[src/sv/tvf_pkg.sv]
// Types and constants for the typed value to float32 converter.
`default_nettype none
package tvf_pkg;
    typedef enum logic [2:0] {
        CMD_U8  = 3'd0,
        CMD_S8  = 3'd1,
        CMD_U16 = 3'd2,
        CMD_S16 = 3'd3,
        CMD_U32 = 3'd4,
        CMD_S32 = 3'd5,
        CMD_F32 = 3'd6,
        CMD_F16 = 3'd7
    } cmd_t;

    localparam logic [31:0] F32_EXP_ALL_ONES = 32'h7f80_0000;
    localparam logic [7:0]  EXP_BIAS_DIFF    = 8'd112; // 127 - 15
    localparam logic [7:0]  F32_BIAS         = 8'd127;

    // Number of raw bytes each type code needs.
    function automatic logic [2:0] type_size(input cmd_t c);
        logic [2:0] s;
        unique case (c)
            CMD_U8, CMD_S8:            s = 3'd1;
            CMD_U16, CMD_S16, CMD_F16: s = 3'd2;
            default:                   s = 3'd4;
        endcase
        return s;
    endfunction
endpackage
`default_nettype wire

[src/sv/typed_value_to_float32_top.sv]
// Top level: typed raw value to IEEE-754 single-precision converter.
`default_nettype none
// Converts one beat (type code, up to four little-endian bytes, byte count)
// into float32 bits. Accepts a beat every cycle unless the output register
// is stalled; the result appears in the output register in the cycle after
// acceptance, throughput one beat per cycle. A stalled output register holds
// the input side as well. Integers round to nearest even; half precision is
// widened exactly; a byte count that does not match the type gives +0.0.
module typed_value_to_float32_top (
    input  wire         aclk,
    input  wire         aresetn,
    input  wire         s_valid,
    output logic        s_ready,
    input  wire  [2:0]  s_cmd,
    input  wire  [31:0] s_raw_value,
    input  wire  [2:0]  s_byte_count,
    output logic        m_valid,
    input  wire         m_ready,
    output logic [31:0] m_float_bits
);
    import tvf_pkg::*;

    cmd_t        cmd;
    logic        neg;
    logic [31:0] mag;
    logic [4:0]  msb;
    logic        found;
    logic [31:0] norm;
    logic        rnd_up;
    logic [24:0] mant_r;
    logic [7:0]  expo;
    logic [31:0] int_bits;
    logic [31:0] half_bits;
    logic [31:0] result;
    logic [3:0]  lz;
    logic [9:0]  hf;
    logic [4:0]  he;
    logic [9:0]  hf_n;
    logic        m_valid_reg, m_valid_next;
    logic [31:0] m_float_bits_reg;

    assign cmd = cmd_t'(s_cmd);

    // Sign and magnitude of the integer types
    always_comb begin
        neg = 1'b0;
        mag = 32'd0;
        unique case (cmd)
            CMD_U8:  mag = {24'd0, s_raw_value[7:0]};
            CMD_S8: begin
                neg = s_raw_value[7];
                mag = {24'd0, neg ? 8'(-s_raw_value[7:0]) : s_raw_value[7:0]};
                if (neg && s_raw_value[7:0] == 8'h80) mag = 32'd128;
            end
            CMD_U16: mag = {16'd0, s_raw_value[15:0]};
            CMD_S16: begin
                neg = s_raw_value[15];
                mag = neg ? (32'h0001_0000 - {16'd0, s_raw_value[15:0]})
                          : {16'd0, s_raw_value[15:0]};
            end
            CMD_S32: begin
                neg = s_raw_value[31];
                mag = neg ? (32'd0 - s_raw_value) : s_raw_value;
            end
            default: mag = s_raw_value;
        endcase
    end

    // Leading one position
    always_comb begin
        msb = 5'd0;
        found = 1'b0;
        for (int i = 31; i >= 0; i--) begin
            if (!found && mag[i]) begin
                msb = 5'(i);
                found = 1'b1;
            end
        end
    end

    // Normalize, round to nearest even
    always_comb begin
        norm = mag << (5'd31 - msb);
        rnd_up = norm[7] && (norm[8] || (norm[6:0] != 7'd0));
        mant_r = {1'b0, norm[31:8]} + {24'd0, rnd_up};
        expo = F32_BIAS + {3'd0, msb} + {7'd0, mant_r[24]};
        if (!found)
            int_bits = 32'd0;
        else
            int_bits = {neg, expo, mant_r[24] ? mant_r[23:1] : mant_r[22:0]};
    end

    // Half precision widening
    always_comb begin
        hf = s_raw_value[9:0];
        he = s_raw_value[14:10];
        lz = 4'd0;
        for (int i = 0; i < 10; i++) begin
            if (hf[i]) lz = 4'(9 - i);
        end
        hf_n = 10'(hf << (lz + 4'd1));
        if (he == 5'd0) begin
            if (hf == 10'd0)
                half_bits = {s_raw_value[15], 31'd0};
            else
                half_bits = {s_raw_value[15], EXP_BIAS_DIFF - {4'd0, lz}, hf_n, 13'd0};
        end else if (he == 5'h1f) begin
            half_bits = {s_raw_value[15], 31'd0} | F32_EXP_ALL_ONES | {9'd0, hf, 13'd0};
        end else begin
            half_bits = {s_raw_value[15], EXP_BIAS_DIFF + {3'd0, he}, hf, 13'd0};
        end
    end

    // Result select
    always_comb begin
        if (s_byte_count != type_size(cmd))
            result = 32'd0;
        else if (cmd == CMD_F32)
            result = s_raw_value;
        else if (cmd == CMD_F16)
            result = half_bits;
        else
            result = int_bits;
    end

    assign s_ready = !m_valid_reg || m_ready;
    assign m_valid_next = (s_valid && s_ready) || (m_valid_reg && !m_ready);

    // Output register
    always_ff @(posedge aclk) begin
        if (!aresetn) begin
            m_valid_reg <= 1'b0;
        end else begin
            m_valid_reg <= m_valid_next;
        end
        if (s_valid && s_ready) begin
            m_float_bits_reg <= result;
        end
    end

    assign m_valid = m_valid_reg;
    assign m_float_bits = m_float_bits_reg;
endmodule
`default_nettype wire

[config.mk]
export PLATFORM = sky130hd
export DESIGN_NAME = typed_value_to_float32_top
export DESIGN_NICKNAME = d
export VERILOG_FILES = /design/src/sv/tvf_pkg.sv /design/src/sv/typed_value_to_float32_top.sv
export SDC_FILE = /design/constraint.sdc
export NUM_CORES = 1
export LEC_CHECK = 0
export ABC_CLOCK_PERIOD_IN_PS = 9650
export BUFFER_PORTS_ARGS = -buffer_cell sky130_fd_sc_hd__buf_4
export CORE_ASPECT_RATIO = 0.5
export CORE_UTILIZATION = 29
export DETAILED_ROUTE_END_ITERATION = 10
export PLACE_DENSITY = 0.57
export SKIP_LAST_GASP = 1
export SYNTH_ARGS = -nofsm -noshare
export SYNTH_HDL_FRONTEND = slang
export SYNTH_SLANG_ARGS = --single-unit
[constraint.sdc]
create_clock -name aclk -period 9.65 [get_ports aclk]
set_clock_uncertainty 0.2 [all_clocks]
set_input_delay 1.4475 -clock aclk [delete_from_list [all_inputs] [get_ports aclk]]
set_output_delay 1.4475 -clock aclk [all_outputs]
set_load 0.01 [all_outputs]
# Yosys cells after proc, flatten, opt, wreduce, memory -nomap -nowiden
# Index checks and enable logic that the tools add are counted.
# op_classes
mux	88
bitwise	1
n_reduce_logical	77
add_sub_neg	10
n_eq_ne	9
shift	2
# ops
cell	n
two-way mux 32 bit	7
two-way mux 5 bit	32
one-hot mux 32 bit (5 select lines)	1
two-way mux 4 bit	10
logical AND 1 bit	35
logical NOT 1 bit	33
two-way mux 1 bit	32
OR 32 x 23 -> 32 bit	1
left shift 32 x 5 -> 32 bit	1
subtractor 1 x 32 -> 32 bit, first input constant	1
two-way mux 31 bit	1
adder 24 x 1 -> 25 bit	1
two-way mux 23 bit	1
subtractor 17 x 16 -> 18 bit, first input constant	1
adder 7 x 5 -> 8 bit, first input constant	2
two-way mux 8 bit	2
logical NOT 10 bit	1
left shift 10 x 4 -> 10 bit	1
equality test 3 bit, second input constant	3
adder 8 x 1 -> 8 bit	1
equality test 8 bit, second input constant	1
negator 8 bit	1
subtractor 7 x 4 -> 8 bit, first input constant	1
nonzero test 7 bit	1
other kinds (13)	16
# word_totals
elab_cells	189
out_inout_bits	34
register_bits	33
inputBits	42

# Longest topological paths before layout
# logic_depth
ltp_word	108
ltp_mapped	32
depth_no_buf	29

# Least setup slack after synthesis
# No wires, ideal clock.
# synth_path
path_kind	input to register
startpoint	in s_raw_value[1]
endpoint	reg m_float_bits_reg[27], in the netlist m_float_bits[27] (data pin)
path_slack_ns	1.831
setup_time_ns	0.270
arrival_time_ns	7.349
required_time_ns	9.180
path_buffers	4
stages	30
cell_sequence	clkbuf_1 nor3_1 and3_1 clkbuf_1 and4_1 ha_1 nand2b_1 a31oi_1 o221a_2 a221o_1 or3_1 nor3_1 a211oi_1 o21ai_4 inv_2 buf_2 o211a_1 o221ai_2 o22ai_1 or4_1 buf_6 nor4_4 nand2_1 ha_1 nand2_1 nor2_1 a211oi_1 a311oi_1 a21oi_1 nor2_1
# synth_via
elab_chain_len	107
elab_cells_between_ends	160
cone_classes	add/sub: 8; eq/ne: 1; shift: 1; mux: 83; reduce/logical: 67
# synth_rtl
item	line_no	text
start, declared	typed_value_to_float32_top.sv:15	input wire [31:0] s_raw_value,
subtractor 1 x 32 -> 32 bit / subtractor 17 x 16 -> 18 bit (equally long branches)	typed_value_to_float32_top.sv:63, typed_value_to_float32_top.sv:58	
two-way mux 32 bit (on tied branches)	typed_value_to_float32_top.sv:63, typed_value_to_float32_top.sv:58	
one-hot mux 32 bit (5 select lines)	typed_value_to_float32_top.sv:48	unique case (cmd)
two-way mux 1 bit	typed_value_to_float32_top.sv:74	if (!found && mag[i]) begin
logical NOT 1 bit	typed_value_to_float32_top.sv:74	
logical AND 1 bit	typed_value_to_float32_top.sv:74	
two-way mux 1 bit	typed_value_to_float32_top.sv:74	
logical NOT 1 bit	typed_value_to_float32_top.sv:74	
[... 91 more ...]	n/a	
nonzero test 7 bit	typed_value_to_float32_top.sv:84	rnd_up = norm[7] && (norm[8] || (norm[6:0] != 7'd0));
logical OR 1 bit	typed_value_to_float32_top.sv:84	
logical AND 1 bit	typed_value_to_float32_top.sv:84	
adder 24 x 1 -> 25 bit	typed_value_to_float32_top.sv:85	mant_r = {1'b0, norm[31:8]} + {24'd0, rnd_up};
adder 8 x 1 -> 8 bit	typed_value_to_float32_top.sv:86	expo = F32_BIAS + {3'd0, msb} + {7'd0, mant_r[24]};
two-way mux 32 bit	typed_value_to_float32_top.sv:87	if (!found)
two-way mux 32 bit (*)	typed_value_to_float32_top.sv:120	else if (cmd == CMD_F16)
two-way mux 32 bit (*)	typed_value_to_float32_top.sv:118	else if (cmd == CMD_F32)
end signal, assigned	typed_value_to_float32_top.sv:137	m_float_bits_reg <= result;
end, declared	typed_value_to_float32_top.sv:40	logic [31:0] m_float_bits_reg;
# Every way passes the cells marked *; elsewhere a longest branch is shown, timed or not.
# A chain may end at the register's enable or synchronous reset.

# Final worst setup path
# layout_path
startpoint	in s_raw_value[0]
endpoint	reg m_float_bits_reg[27], in the netlist m_float_bits[27] (data pin)
# Same word-level chain as after synthesis.

==> results.json <==
{
  "place_area_sq_um": 8520,
  "clock_path_buffers": 2,
  "clock_latency_ns": 0.28,
  "fp.dieW_um": 230,
  "fin_tns_setup_ns": 0,
  "viasPerCell": 6.72,
  "met2_usage_pct": 41.5,
  "cellPowerDensity_nw_per_um2": 132,
  "grt.busiest_layer": "met1",
  "post_cts_resized": 0,
  "synthFlopType": "edfxtp_1",
  "yosys-top-cells-area": "edfxtp_1, a21oi_1, mux2i_1",
  "grt_pass1_wl_um": 57500,
  "largest_reg_flops": 32,
  "grt_max_degree": 44,
  "cp.arrival_ns": 8.85,
  "port_buffers": 75,
  "stdcell_area_sq_um": 8710,
  "cts_max_level": 2,
  "globalRouteMet1Util_pct": 41.9,
  "finalMaxSlewViolations": 0,
  "outcome": "complete, no violations",
  "synth.distinct_cells": 101,
  "row_count": 41,
  "synth_area_leader_cell": "edfxtp_1",
  "drt-total-wl_um": 39200,
  "netlist.area_leader.share_pct": 12.8,
  "final-setup-viol-count": 0,
  "crit_path_end_kind": "flip-flop",
  "finalWorstSetupSlack_ns": 0.618,
  "ys_ff_latch": 33,
  "cts_root_buffer": "clkbuf_16",
  "syn_avg_cell_area_sq_um": 7.19,
  "clk_pin_slew_worst_paths_ns": 0.06,
  "coreArea_sq_um": 25300,
  "antenna_found_initial": 0,
  "die_y_um": 116,
  "path_class": "primary input to flip-flop",
  "ios": 76,
  "synth_area_sq_um": 7530,
  "synth-warning-count": 0,
  "synthToLayoutAreaGrowth_pct": 15.7,
  "layout.cells.most_common_list": "buf_4, nand2_1, nor2_1",
  "fin_crit_sh_pct": 93.6,
  "rsz0062_at_grt": "no",
  "die_area_sq_um": 26700,
  "cts_tree": "built",
  "fin_crit_ns": 9.03,
  "worstPathRequired_ns": 9.47,
  "synth_edf_count": 32,
  "dr.pass1.iters": 6,
  "vias": 9674,
  "track_usage_pct": 28.6,
  "synth_nets": 1099,
  "fin_util_pct": 34.4,
  "drive_above_1_share_pct": 17.9,
  "hold_viol_final": 0,
  "p_leak_uw": 0.00320,
  "clock_sinks": 33,
  "relSlewSlack_pct": 29.2,
  "grt-ovfl-total": 0,
  "numCtsBuffers": 5,
  "ctsHoldBuffers": 0,
  "synthCells": 1047,
  "dp_slack_ns": 0.653,
  "post-cts-setup-buffer-count": 0,
  "num-fill-cells": 2706,
  "drc": 0,
  "dpl.hpwl_um": 31100,
  "synth_async_sr_flop_share_pct": 0,
  "tightest_slew_ns": 1.06,
  "ant_nets": 0,
  "first_global_vias": 8712,
  "crit_fanout": 14,
  "fin_total_pwr_uw": 1150,
  "grtUsageMet3_pct": 6.10,
  "hp-class": "flip-flop to flip-flop",
  "final_common_cell": "buf_4",
  "drtIter0Drc": 1652,
  "maxCapViolCount": 0,
  "irDropWorstVdd_mv": 0.0749,
  "fmax_mhz": 111,
  "start_util_pct": 29.7,
  "place_congestion": 1.00,
  "yosysSeqAreaShare_pct": 13.0,
  "routedWlPerCell_um": 27.3,
  "fin_nets": 1146,
  "diodes": 0,
  "critPathLaunchType": "primary input"
}
synthesized netlist by cell type, drive strengths merged, types with 5 or more instances:
cell type / n
a211o: 10
a211oi: 53
a21boi: 5
a21o: 10
a21oi: 87
a221o: 6
a221oi: 8
a22o: 9
a22oi: 11
a311oi: 5
a31oi: 18
and2: 11
and3: 9
buf: 39
clkbuf: 49
edfxtp: 32
ha: 10
inv: 13
mux2: 8
mux2i: 42
nand2: 98
nand2b: 15
nand3: 42
nand4: 9
nor2: 93
nor2b: 6
nor3: 48
nor4: 26
o2111ai: 5
o211a: 10
o211ai: 20
o21a: 8
o21ai: 51
o221a: 7
o221ai: 9
o22ai: 16
o31ai: 15
or2: 10
or3: 9
or4: 18
xnor2: 21
xor2: 14
cell families after synthesis:
group | share of synthesized area, %
AND/OR/NAND/NOR | 29.0
AO/OA/AOI/OAI | 38.5
buffers and inverters | 6.23
multiplexers | 7.48
XOR/XNOR | 4.07
flip-flops | 13.0
adder cells (fa/ha/maj) | 1.66
per-layer routing:
| layer | part of all wire [%] | wire length [um] |
|---|---|---|
| met2 | 41 | 15900 |
| met5 | 0 | 0 |
| met1 | 45 | 17500 |
| met4 | 2.7 | 1060 |
| met3 | 12 | 4740 |
through the flow:
stage,std cells,hold WS [ns]
after floorplan,1047,0.410
after global placement,1431,0.314
after detailed placement,1431,0.356
after CTS,1439,0.368
after global routing,1439,0.388
final,1439,0.356
worst max-delay path: stages:
cell	delay, ns
buf_4	0.15
inv_1	0.10
ha_1	0.23
or4b_1	0.67
nor4_1	0.64
a211oi_1	0.22
nor3_1	0.61
a211oi_1	0.16
a31oi_1	0.22
nand3_1	0.39
a21oi_4	0.58
mux2i_2	0.43
a21oi_1	0.15
o211ai_1	0.47
o22ai_1	0.27
or4_1	0.63
nor4_4	0.34
nand2_1	0.16
ha_1	0.22
nand2_1	0.12
nor2_1	0.09
a211oi_1	0.24
a311oi_1	0.08
a21oi_1	0.15
nor2_1	0.06
cell type report:
| type | instances | area [sq um] | area share (%) |
|---|---|---|---|
| Tap cell | 344 | 430 | 4.94 |
| Inverter | 15 | 56.3 | 0.647 |
| Timing Repair Buffer | 128 | 961 | 11.0 |
| Sequential cell | 33 | 981 | 11.3 |
| Multi-Input combinational cell | 911 | 6090 | 69.9 |
| Clock buffer | 5 | 125 | 1.44 |
| Clock inverter | 3 | 65.1 | 0.747 |
where the power goes:
part / internal [uW] / switching (uW)
Clock: 148 / 67.6
Sequential: 175 / 4.62
Combinational: 252 / 506
path summary, 6_finish.rpt:
| path | from | endpoint | slack [ns] | cells past startpoint |
|---|---|---|---|---|
| worst max-delay path | s_raw_value[0] | m_float_bits[27] | 0.62 | 25 |
| worst min-delay path | m_valid | m_valid | 0.36 | 2 |
| worst max register to register | m_valid | m_float_bits[1] | 8.14 | 3 |
| worst min register to register | m_valid | m_valid | 0.36 | 2 |
Power figures use the tool's default switching activity.
